`src/rtl/bglpr_pkg.sv`:
```
// Shared types and constants of the background layer pixel renderer.
// Used by bglpr_csr, bglpr_shade and the top level; depends on nothing.
package bglpr_pkg;

   localparam int VRAM_BYTES      = 8192;
   localparam int VRAM_ADDR_W     = $clog2(VRAM_BYTES);
   localparam int BANK_DEPTH      = VRAM_BYTES / 2;
   localparam int BANK_ADDR_W     = $clog2(BANK_DEPTH);
   localparam int VISIBLE_LINES   = 144;
   localparam int VISIBLE_COLUMNS = 160;

   localparam int CSR_INDEX_W = 4;
   localparam int CSR_DATA_W  = 32;

   // Video memory offsets relative to 0x8000.
   localparam logic [VRAM_ADDR_W-1:0] MAP_LOW_OFS      = 13'h1800;
   localparam logic [VRAM_ADDR_W-1:0] MAP_HIGH_OFS     = 13'h1C00;
   localparam logic [VRAM_ADDR_W-1:0] TILES_SIGNED_OFS = 13'h0800;

   localparam int LCDC_MAP_HIGH_BIT = 3;
   localparam int LCDC_UNSIGNED_BIT = 4;

   localparam logic       CMD_WRITE = 1'b0;
   localparam logic       CMD_QUERY = 1'b1;

   localparam logic [CSR_INDEX_W-1:0] REG_LCD_CONTROL  = 4'd0;
   localparam logic [CSR_INDEX_W-1:0] REG_BG_PALETTE   = 4'd1;
   localparam logic [CSR_INDEX_W-1:0] REG_SCROLL_Y     = 4'd2;
   localparam logic [CSR_INDEX_W-1:0] REG_SCROLL_X     = 4'd3;
   localparam logic [CSR_INDEX_W-1:0] REG_SHADE_COLOR0 = 4'd4;
   localparam logic [CSR_INDEX_W-1:0] REG_SHADE_COLOR1 = 4'd5;
   localparam logic [CSR_INDEX_W-1:0] REG_SHADE_COLOR2 = 4'd6;
   localparam logic [CSR_INDEX_W-1:0] REG_SHADE_COLOR3 = 4'd7;

   localparam logic [7:0]  LCDC_RESET    = 8'h91;
   localparam logic [7:0]  PALETTE_RESET = 8'hFC;
   localparam logic [31:0] SHADE0_RESET  = 32'hFFFF_FFFF;
   localparam logic [31:0] SHADE1_RESET  = 32'hFFC0_C0C0;
   localparam logic [31:0] SHADE2_RESET  = 32'hFF60_6060;
   localparam logic [31:0] SHADE3_RESET  = 32'hFF00_0000;

   typedef struct packed {
      logic [7:0]       lcd_control;
      logic [7:0]       bg_palette;
      logic [7:0]       scroll_y;
      logic [7:0]       scroll_x;
      logic [3:0][31:0] shade_colour;
   } cfg_type;

endpackage

```
`src/rtl/bglpr_csr.sv`:
```
// Configuration registers of the background renderer.
// Depends on bglpr_pkg for the register indexes, reset values and cfg_type.
module bglpr_csr (
   input  logic                                 clock,
   input  logic                                 reset,
   input  logic                                 csr_we,
   input  logic [bglpr_pkg::CSR_INDEX_W-1:0]    csr_index,
   input  logic [bglpr_pkg::CSR_DATA_W-1:0]     csr_wdata,
   output bglpr_pkg::cfg_type                   cfg
);

   bglpr_pkg::cfg_type cfg_ff;
   bglpr_pkg::cfg_type cfg_in;

   always_comb begin
      cfg_in = cfg_ff;
      if (csr_we) begin
         unique case (csr_index)
            bglpr_pkg::REG_LCD_CONTROL:  cfg_in.lcd_control     = csr_wdata[7:0];
            bglpr_pkg::REG_BG_PALETTE:   cfg_in.bg_palette      = csr_wdata[7:0];
            bglpr_pkg::REG_SCROLL_Y:     cfg_in.scroll_y        = csr_wdata[7:0];
            bglpr_pkg::REG_SCROLL_X:     cfg_in.scroll_x        = csr_wdata[7:0];
            bglpr_pkg::REG_SHADE_COLOR0: cfg_in.shade_colour[0] = csr_wdata;
            bglpr_pkg::REG_SHADE_COLOR1: cfg_in.shade_colour[1] = csr_wdata;
            bglpr_pkg::REG_SHADE_COLOR2: cfg_in.shade_colour[2] = csr_wdata;
            bglpr_pkg::REG_SHADE_COLOR3: cfg_in.shade_colour[3] = csr_wdata;
            default: ;
         endcase
      end
   end

   always_ff @(posedge clock) begin
      if (reset) begin
         cfg_ff.lcd_control     <= bglpr_pkg::LCDC_RESET;
         cfg_ff.bg_palette      <= bglpr_pkg::PALETTE_RESET;
         cfg_ff.scroll_y        <= '0;
         cfg_ff.scroll_x        <= '0;
         cfg_ff.shade_colour[0] <= bglpr_pkg::SHADE0_RESET;
         cfg_ff.shade_colour[1] <= bglpr_pkg::SHADE1_RESET;
         cfg_ff.shade_colour[2] <= bglpr_pkg::SHADE2_RESET;
         cfg_ff.shade_colour[3] <= bglpr_pkg::SHADE3_RESET;
      end else begin
         cfg_ff <= cfg_in;
      end
   end

   assign cfg = cfg_ff;

endmodule

```
`config.mk`:
```
export PLATFORM = sky130hd
export DESIGN_NAME = bglpr_csr
export DESIGN_NICKNAME = d
export VERILOG_FILES = /design/src/rtl/bglpr_pkg.sv /design/src/rtl/bglpr_csr.sv
export SDC_FILE = /design/constraint.sdc
export NUM_CORES = 1
export LEC_CHECK = 0
export BUFFER_PORTS_ARGS = -buffer_cell sky130_fd_sc_hd__buf_2
export CAP_MARGIN = 20
export CORE_MARGIN = 1
export CORE_UTILIZATION = 27
export DETAILED_ROUTE_END_ITERATION = 8
export GPL_TIMING_DRIVEN = 1
export SKIP_CTS_REPAIR_TIMING = 1
export SLEW_MARGIN = 20
export SYNTH_ARGS = -nofsm -noshare
export SYNTH_HDL_FRONTEND = slang
export SYNTH_SLANG_ARGS = --single-unit
```
`constraint.sdc`:
```
create_clock -name clock -period 1.5 [get_ports clock]
set_input_delay 0.075 -clock clock [delete_from_list [all_inputs] [get_ports clock]]
set_output_delay 0.075 -clock clock [all_outputs]
set_load 0.01 [all_outputs]
```
### Word-level counts from Yosys, hierarchy flattened

Cells that the tools add are included.

* register bits: 160
* bits of input ports: 39
* output and inout bits: 160
* logic and storage cells: 24

* eq/ne operators: 7
* reductions and logical operators: 9

Operators with widths (count)
* $eq A4 B3 Y1 const B: 4
* $reduce_and A2 Y1: 8
* $eq A4 B2 Y1 const B: 2
* $eq A4 B1 Y1 const B: 1
* $logic_not A4 Y1: 1

### Longest topological paths before layout

* word-level depth: 2
* gate-level depth with buffers: 6
* mapped depth without buffers: 3

### Worst setup path after synthesis

OpenSTA, ideal clock, no wires.

* kind: input -> register
* from: in csr_we
* to: reg cfg_ff, in the netlist cfg[84]
* data arrival time: 0.958 ns
* required time: 1.428 ns
* setup slack: 0.471 ns
* stages on the path: 6
* path buffers: 3
* cells stage by stage: and3b_1 > buf_2 > nand2_1 > buf_4 > buf_6 > mux2i_1

* cells in the longest elaborated chain, start to end: 1

Ends and longest elaborated chain
* start: declaration: line bglpr_csr.sv:6 `input logic csr_we,`
* $reduce_and A2 Y1 (no source line)
* end signal: assignment: line bglpr_csr.sv:43 `cfg_ff <= cfg_in;`
* end: declaration: line bglpr_csr.sv:12 `bglpr_pkg::cfg_type cfg_ff;`

Every way passes these cells.
A chain may end at the register's enable or synchronous reset.

### Worst setup path in the final report

* from: reg cfg_ff, in the netlist cfg[143]
* to: out cfg[143] (netlist bit)

RTL lines
* end: declaration: line bglpr_csr.sv:9 `output bglpr_pkg::cfg_type cfg`

No word-level cell between the ends.

==> flow_summary.toml <==
[timing]
finalHoldViolCount = 9
drv_slew = 0
fmax_ghz = 1.01
fin_setup_tns_ns = 0
period_needed_ns = 0.994
setup_viol = 0
timing.hold.ws_ns = -0.0269
worst_clock_skew_ns = 0
tightest_slew_ns = 0.458
slew_headroom_pct = 69.5
fin_crit_sh_pct = 66.3
rsz0062_at_grt = "no"

[cts]
clock_path_buffers = 2
cts.clk_slew.worst_paths_ns = 0.06
cts_max_level = 4
cts_root_buffer = "clkbuf_16"
clk_latency_ns = 0.42
cts_made_buffers = 17
clock-sinks = 160
cts_tree = "built"

[hold_path]
min_path_type = "primary input to flip-flop"

[cells_and_area]
fillCellCount = 2275
syn2layout_area_growth_pct = 35.0
multi_input_area_mm2 = 0.00281
antenna_cells = 0
largest_reg_flops = 160
seq_area_mm2 = 0.00320
num-nets-final = 856
drive_gt1_share_pct = 30.9

[status]
violations = "hold timing"
status = "finished with violations"

[critical_path]
start_kind = "flip-flop"
crit_type = "flip-flop to output port"
critical_path_arrival_ns = 0.92
critPathMaxStageDelay_ns = 0.36
worst-path-buf-inv = 1
cp-end-kind = "output port"
path_cells = "buf_2"
cpMaxStageDelayCell = "dfxtp_1"
required_ns = 1.42
crit_family = "flip-flops"
r2r_slack_ns = 0.82
cp_max_fo = 2

[floorplanning]
die_width_um = 154
rows = 55
core_region_area_mm2 = 0.0226
ios = 199
initial_utilization_pct = 27.5
die_area_mm2 = 0.0237
dieHeight_um = 154

[global_routing]
grt_pass1_wl_um = 26900
antenna_found_initial = 0
gr-total-overflow = 0
grt_use_total_pct = 14.9
grt_start_max_net_pins = 66
grt_pass1_vias = 4617

[route]
ant_nets = 0
drt_iter0_drc = 192
vias = 4710
post_drt_wl_per_cell_um = 15.8
first_pass_iters = 6
drc = 0
drt-total-wl_um = 17600
viasPerCell = 4.23

[synth]
async_reset_ff_share_pct = 0
yosysTopAreaCellShare_pct = 51.4
yosys_warnings = 0
netlist_area_mm2 = 0.00624
synthTopCellsByArea = "dfxtp_1, mux2i_1, nand2b_1"
synthTopCellsByCount = "dfxtp_1, mux2i_1, nor2_1"
ys_types = 19
ys_seq_area_share_pct = 51.4
synth_area_leader_cell = "dfxtp_1"
synthFlopType = "dfxtp_1"
ys_ff_latch = 160
syn_nets = 634
synth_area_per_cell_um2 = 10.5
synth_edf_count = 0
synthesis.instances = 595

[placement]
io_buffers = 198
gp_congestion = 0.767
dpl.hpwl_um = 12300

[run]
drv_cap = 0

[power]
ir_drop_v = 0.000637
power_density_mw_per_mm2 = 1120
p_leak_nw = 4.07
## through the flow
stage	std cells	area, µm²	util (%)	power (mW)	setup slack [ns]
floorplan	595	6240	-	4.74	0.471
global placement	1058	7570	33.4	4.98	0.203
detailed placement	1058	7570	33.4	4.98	0.210
CTS	1089	8170	36.1	9.48	0.477
global route	1114	8420	37.2	9.75	0.448
finish	1114	8420	37.2	9.39	0.506
## final cells by class
class / instances / area share [%]
multi-input cells: 394 / 33.3
repair buffers: 244 / 17.3
clock inverters: 10 / 1.62
clock buffers: 21 / 5.47
well taps: 285 / 4.24
flip-flops and latches: 160 / 38.0
## kinds of logic after synthesis
group	count (synthesis)	share of synthesized area, %
multiplexers	160	25.7
flip-flops	160	51.4
buffers and inverters	41	3.77
AND/OR/NAND/NOR	234	19.2
## report_power, final
| group | internal, mW | switching [mW] |
|---|---|---|
| Sequential | 4.30 | 0.0281 |
| Combinational | 0.273 | 0.326 |
| Clock | 2.70 | 1.76 |
## path summary, 6_finish.rpt
check,cells past startpoint,endpoint,start
max reg2reg,2,cfg[143],cfg[143]
max,1,cfg[143],cfg[143]
min,3,cfg[62],csr_wdata[30]
min reg2reg,2,cfg[44],cfg[44]
## per-layer routing
layer	wire length [µm]	vias up	track usage, %	share of wire, %
met2	7920	128	23.0	45
met3	969	8	4.68	5.5
met4	110	0	4.71	0.62
li1	-	2386	-	-
met5	0	-	0	0
met1	8610	2188	19.8	49
## layout by cell type, fill, tap and decap left out
| cell | n |
|---|---|
| buf_2 | 197 |
| nor2_1 | 110 |
| nand2_2 | 3 |
| nand3_2 | 2 |
| and2_0 | 1 |
| mux2i_1 | 160 |
| and3b_1 | 1 |
| buf_6 | 1 |
| dfxtp_1 | 160 |
| clkinv_2 | 4 |
| clkbuf_1 | 2 |
| dlygate4sd3_1 | 25 |
| and2_2 | 1 |
| nor3b_2 | 1 |
| nand2b_1 | 107 |
| clkbuf_8 | 2 |
| and2_1 | 2 |
| clkbuf_16 | 17 |
| nor2b_2 | 1 |
| buf_12 | 4 |
| clkinv_4 | 3 |
| nand2_1 | 2 |
| buf_4 | 17 |
| bufinv_16 | 3 |
| and3_1 | 2 |
| and2b_1 | 1 |
Power figures use the tool's default switching activity.
