## src/rtl/bglpr_pkg.sv

```systemverilog
// Shared types and constants of the background layer pixel renderer.
// Used by bglpr_csr, bglpr_shade and the top level; depends on nothing.
package bglpr_pkg;

   localparam int VRAM_BYTES      = 8192;
   localparam int VRAM_ADDR_W     = $clog2(VRAM_BYTES);
   localparam int BANK_DEPTH      = VRAM_BYTES / 2;
   localparam int BANK_ADDR_W     = $clog2(BANK_DEPTH);
   localparam int VISIBLE_LINES   = 144;
   localparam int VISIBLE_COLUMNS = 160;

   localparam int CSR_INDEX_W = 4;
   localparam int CSR_DATA_W  = 32;

   // Video memory offsets relative to 0x8000.
   localparam logic [VRAM_ADDR_W-1:0] MAP_LOW_OFS      = 13'h1800;
   localparam logic [VRAM_ADDR_W-1:0] MAP_HIGH_OFS     = 13'h1C00;
   localparam logic [VRAM_ADDR_W-1:0] TILES_SIGNED_OFS = 13'h0800;

   localparam int LCDC_MAP_HIGH_BIT = 3;
   localparam int LCDC_UNSIGNED_BIT = 4;

   localparam logic       CMD_WRITE = 1'b0;
   localparam logic       CMD_QUERY = 1'b1;

   localparam logic [CSR_INDEX_W-1:0] REG_LCD_CONTROL  = 4'd0;
   localparam logic [CSR_INDEX_W-1:0] REG_BG_PALETTE   = 4'd1;
   localparam logic [CSR_INDEX_W-1:0] REG_SCROLL_Y     = 4'd2;
   localparam logic [CSR_INDEX_W-1:0] REG_SCROLL_X     = 4'd3;
   localparam logic [CSR_INDEX_W-1:0] REG_SHADE_COLOR0 = 4'd4;
   localparam logic [CSR_INDEX_W-1:0] REG_SHADE_COLOR1 = 4'd5;
   localparam logic [CSR_INDEX_W-1:0] REG_SHADE_COLOR2 = 4'd6;
   localparam logic [CSR_INDEX_W-1:0] REG_SHADE_COLOR3 = 4'd7;

   localparam logic [7:0]  LCDC_RESET    = 8'h91;
   localparam logic [7:0]  PALETTE_RESET = 8'hFC;
   localparam logic [31:0] SHADE0_RESET  = 32'hFFFF_FFFF;
   localparam logic [31:0] SHADE1_RESET  = 32'hFFC0_C0C0;
   localparam logic [31:0] SHADE2_RESET  = 32'hFF60_6060;
   localparam logic [31:0] SHADE3_RESET  = 32'hFF00_0000;

   typedef struct packed {
      logic [7:0]       lcd_control;
      logic [7:0]       bg_palette;
      logic [7:0]       scroll_y;
      logic [7:0]       scroll_x;
      logic [3:0][31:0] shade_colour;
   } cfg_type;

endpackage

```

## src/rtl/bglpr_shade.sv

```systemverilog
// Pixel index, palette lookup, shade colour and the result output register.
// Depends on bglpr_pkg for cfg_type.
module bglpr_shade (
   input  logic               clock,
   input  logic               reset,
   input  bglpr_pkg::cfg_type cfg,
   input  logic               load,
   input  logic [7:0]         plane_lo,
   input  logic [7:0]         plane_hi,
   input  logic [2:0]         pixel_x,
   output logic               can_load,
   output logic               rsp_valid,
   input  logic               rsp_ready,
   output logic [31:0]        rsp_pixel_argb,
   output logic [1:0]         rsp_shade_number
);

   logic        valid_ff;
   logic        valid_in;
   logic [31:0] argb_ff;
   logic [1:0]  shade_ff;
   logic [2:0]  bit_sel;
   logic [1:0]  color_idx;
   logic [1:0]  shade;

   // Pixel 0 of a tile row sits in bit 7 of each plane.
   assign bit_sel   = ~pixel_x;
   assign color_idx = {plane_hi[bit_sel], plane_lo[bit_sel]};
   assign shade     = cfg.bg_palette[{color_idx, 1'b0} +: 2];

   assign can_load = !valid_ff || rsp_ready;

   always_comb begin
      valid_in = valid_ff;
      if (load) begin
         valid_in = 1'b1;
      end else if (rsp_ready) begin
         valid_in = 1'b0;
      end
   end

   always_ff @(posedge clock) begin
      if (reset) begin
         valid_ff <= 1'b0;
      end else begin
         valid_ff <= valid_in;
      end
   end

   always_ff @(posedge clock) begin
      if (load) begin
         argb_ff  <= cfg.shade_colour[shade];
         shade_ff <= shade;
      end
   end

   assign rsp_valid        = valid_ff;
   assign rsp_pixel_argb   = argb_ff;
   assign rsp_shade_number = shade_ff;

endmodule

```

## config.mk

```make
export PLATFORM = sky130hd
export DESIGN_NAME = bglpr_shade
export DESIGN_NICKNAME = d
export VERILOG_FILES = /design/src/rtl/bglpr_pkg.sv /design/src/rtl/bglpr_shade.sv
export SDC_FILE = /design/constraint.sdc
export NUM_CORES = 1
export LEC_CHECK = 0
export BUFFER_PORTS_ARGS = -buffer_cell sky130_fd_sc_hd__buf_4
export CORE_AREA = 10 10 86 88
export CTS_BUF_LIST = sky130_fd_sc_hd__clkbuf_4
export CTS_CLUSTER_DIAMETER = 40
export DETAILED_ROUTE_END_ITERATION = 16
export DIE_AREA = 0 0 96 98
export GPL_ROUTABILITY_DRIVEN = 0
export GPL_TIMING_DRIVEN = 0
export PLACE_DENSITY = 0.87
export SLEW_MARGIN = 25
export SYNTH_ARGS = -nofsm -noshare
export SYNTH_HDL_FRONTEND = slang
export SYNTH_SLANG_ARGS = --single-unit
```

## constraint.sdc

```tcl
create_clock -name clock -period 4.7 [get_ports clock]
set_clock_uncertainty 0.05 [all_clocks]
set_input_delay 1.175 -clock clock [delete_from_list [all_inputs] [get_ports clock]]
set_output_delay 1.175 -clock clock [all_outputs]
set_load 0.05 [all_outputs]
```

# After elaboration in Yosys (flattened, before gate mapping)
# Cells that the tools add are included.
# classes
addsub,0
n_mul,0
div,0
n_lt_le_gt_ge,2
n_eq_ne,0
shifts,1
mux,8
n_bitwise,1
reduce_logical,3
# op_table
operator,n
$bmux 32 s2,1
$mux 32,1
$shiftx 8x4->2,1
$bmux 1 s3,2
$lt 3x4->1 const B,1
$mux 1,4
$lt 2x3->1 const B,1
$not 3->3,1
$reduce_bool 2->1,1
$logic_not 1->1,1
$logic_or 1x1->1,1
# word_totals
reg_bits,35
latch_bits,0
mem_bits_rw,0
rom_bits,0
in_bits,183
out_inout_bits,36
wordCells,18
n_memories,0

# Longest topological paths before layout
# depth
word_depth,6
mapped_depth,8
depth_no_buf,5

# Least setup slack after synthesis
# No wires, ideal clock.
# synth_timing
path_type,input port to flip-flop
startpoint,input pixel_x[0]
endpoint,"register argb_ff[0], in the netlist rsp_pixel_argb[0], data pin"
arrival_time_ns,3.013
path_slack_ns,1.363
stages,8
cell_sequence,buf_6 > mux4_2 > mux2_2 > mux4_2 > buf_6 > buf_6 > mux2i_1 > mux2i_1
# synth_between
elab_chain_cells,6
elab_cells_between_ends,8
classes_between,shift (1); mux (6); bitwise (1)
# synth_rtl
element,line,source
"start, declared",bglpr_shade.sv:10,"input logic [2:0] pixel_x,"
$not 3->3 (*),bglpr_shade.sv:27,assign bit_sel = ~pixel_x;
$bmux 1 s3,bglpr_shade.sv:28,"assign color_idx = {plane_hi[bit_sel], plane_lo[bit_sel]};"
$mux 1 (implied by the code),bglpr_shade.sv:28,
$shiftx 8x4->2 (*),bglpr_shade.sv:29,"assign shade = cfg.bg_palette[{color_idx, 1'b0} +: 2];"
$bmux 32 s2 (*),bglpr_shade.sv:52,argb_ff <= cfg.shade_colour[shade];
$mux 32 (implied by the code) (*),bglpr_shade.sv:52,
"end signal, assigned",bglpr_shade.sv:52,
"end, declared",bglpr_shade.sv:20,logic [31:0] argb_ff;
# Mark *: on every way between the ends. The rest lies on a longest branch, timed or not. The select of a mux whose other input is x is not followed.
# A chain may end at the register's enable or synchronous reset.

# Final worst setup path
# layout_timing
startpoint,input pixel_x[0]
endpoint,"register argb_ff[18], in the netlist rsp_pixel_argb[18], data pin"
# The elaborated chain is that of the path after synthesis.

==> metrics <==
Pwr Total=0.00123 W; global route overflow=0; Crit path required time=4.82 ns; Pleak=2.01 nW; final hold viol count=0; XOR/XNOR share of the synthesized area=0%; power per cell area=316 mW/mm^2; Synth Register Bits=35; GRT met2 Usage=30.3%; final wirelength=8.18 mm; cell area after layout=0.00389 mm^2; Non-Filler Instances=433; CTS Root Cell=clkbuf_4; crit-path max FO=10; synth warn=0; Worst Tran Pin Value=0.626 ns; crit share post-route=67.1%; Core Area=0.00575 mm^2; commonest non-fill, non-tap cell in the layout=buf_4; share of post-route cells with drive strength above 1=60.6%; Critical Path Start Type=input port; flop-to-flop setup slack=4.02 ns; number of global-route vias before repair=2,398; via count=2,080; M1 GR Usage=15.5%; RSZ-0062 raised after global routing=false; Fin Setup TNS=0 ns; Die X=96 um; chip height=98 um; post-synthesis simple-gate area fraction=0.274%; Cell Area, Placed=0.00383 mm^2; Post-Syn Area per Cell=14.6 um^2; Min Hold Slack=0.467 ns; busiest layer in global routing=met2; run status=complete, no violations; Slew Viols, Final=0; Post-Syn Instances=157; peak supply drop=138 uV; Worst Path Arrival=3.27 ns; pin count of the biggest net entering global routing=36; initial DRC count=58; Final setup viols=0; hold_buf cts=0; post-cts resize count=0; Die Area=0.00941 mm^2; Synth Area in Adders=0%; number of port buffers=193; nets@finish=540; largest cells by area after synthesis=mux2i_1 45%, edfxtp_1 45%, mux4_2 3.9%, buf_6 3.4%, buf_2 0.88%; DRT Pass-1 Iters=4; Area Growth Syn to Fin=70.0%; critical path class=input port to register; buffer count from post-CTS setup fixing=0; CTS Buf Count=5; post-route minimum period=3.15 ns; Fmax achieved=0.317 GHz; global-route wire length before repair=11.9 mm; htree depth=2; Yosys top cell area share=45.1%; Placed Instances=425; CTS Sinks=35; Core Rows=28; main combinational cell family by area after synthesis=multiplexers; met3 Usage GRT=7.20%; Synth Area in Compound Gates=0.219%; vias per cell=4.80; Max clock buf depth=2; DP HPWL=6.99 mm; Syn Nets=340; worst min path class=register to register; mux share of post-synthesis cell area=49.5%; sequential element share of the synthesized area=45.5%; leading area contributor after synthesis=mux2i_1; Starting Density=39.8%; Yosys cell types=10; Setup crit end kind=register; initial antenna violation count=0; drt drc=0; total track usage=16.3%; drt wl/cell=18.9 um; Layout fillers=480; Antenna diodes=0; Routed Antenna Nets=0; most frequent cells in the layout=193 x buf_4, 103 x mux2i_1, 34 x edfxtp_1; Max-Cap Viols=0; Clock transition at path regs=0.10 ns; mapped cell area=0.00229 mm^2; CTS tree=yes; clock latency at the later pin of the worst-skew pair=0.32 ns; IO Pins=219; slew margin rel.=57.1%
==> metrics by stage <==
step | setup slack, ns | utilization, %
floorplan | 1.36 | -
global placement | 1.15 | 66.7
detailed placement | 1.10 | 66.7
CTS | 1.45 | 67.7
global route | 1.42 | 67.7
finish | 1.55 | 67.7
==> path summary, 6_finish.rpt <==
check             startpoint                  to  cells after the start
hold / removal     rsp_valid           rsp_valid                      2
setup / recovery  pixel_x[0]  rsp_pixel_argb[18]                      6
setup reg to reg   rsp_valid           rsp_valid                      2
hold reg to reg    rsp_valid           rsp_valid                      2
==> layout make-up <==
type                       instances  area [um^2]  share of cell area (%)
buffer                            11         98.8                    2.54
multi-input combinational        110         1140                    29.4
sequential                        35         1040                    26.8
clock inverter                     1         5.00                   0.129
timing repair buffer             193         1450                    37.3
tap                               75         93.8                    2.41
clock buffer                       7         52.6                    1.35
inverter                           1         3.75                  0.0966
==> cells in the mapped netlist <==
cell / instances
buf_6: 7
edfxtp_1: 34
inv_1: 1
mux2i_1: 103
mux2_2: 1
a21oi_1: 1
dfxtp_1: 1
mux4_2: 4
nand2b_1: 1
buf_2: 4
==> metal layers <==
layer	up-vias	wire length [um]	share of wire [%]
met1	946	2760	34
met5	-	0	0
met2	111	4490	55
met4	0	101	1.2
li1	1017	-	-
met3	6	836	10
==> cells by family after synthesis <==
family | count (synthesis)
AO/OA/AOI/OAI | 1
buffers and inverters | 12
flip-flops | 35
multiplexers | 108
AND/OR/NAND/NOR | 1
==> report_power, final <==
group | total [W] | internal, W | leakage, nW | switching [W]
Combinational | 0.000636 | 0.000280 | 1.63 | 0.000356
Sequential | 0.000427 | 0.000412 | 0.341 | 0.0000144
Clock | 0.000168 | 0.0000699 | 0.0361 | 0.0000979
Total | 0.00123 | 0.000762 | 2.01 | 0.000468
==> state kept, by name, summed over array words and instances (netlist names) <==
name and flops:
rsp_valid 1, rsp_pixel_argb 32, rsp_shade_number 2
==> worst max-delay path, stage by stage <==
cell	delay, ns
buf_6	0.11
mux4_2	0.49
mux2_2	0.31
mux2i_1	0.51
buf_2	0.42
mux2i_1	0.25
(Power assumes the default switching activity.)
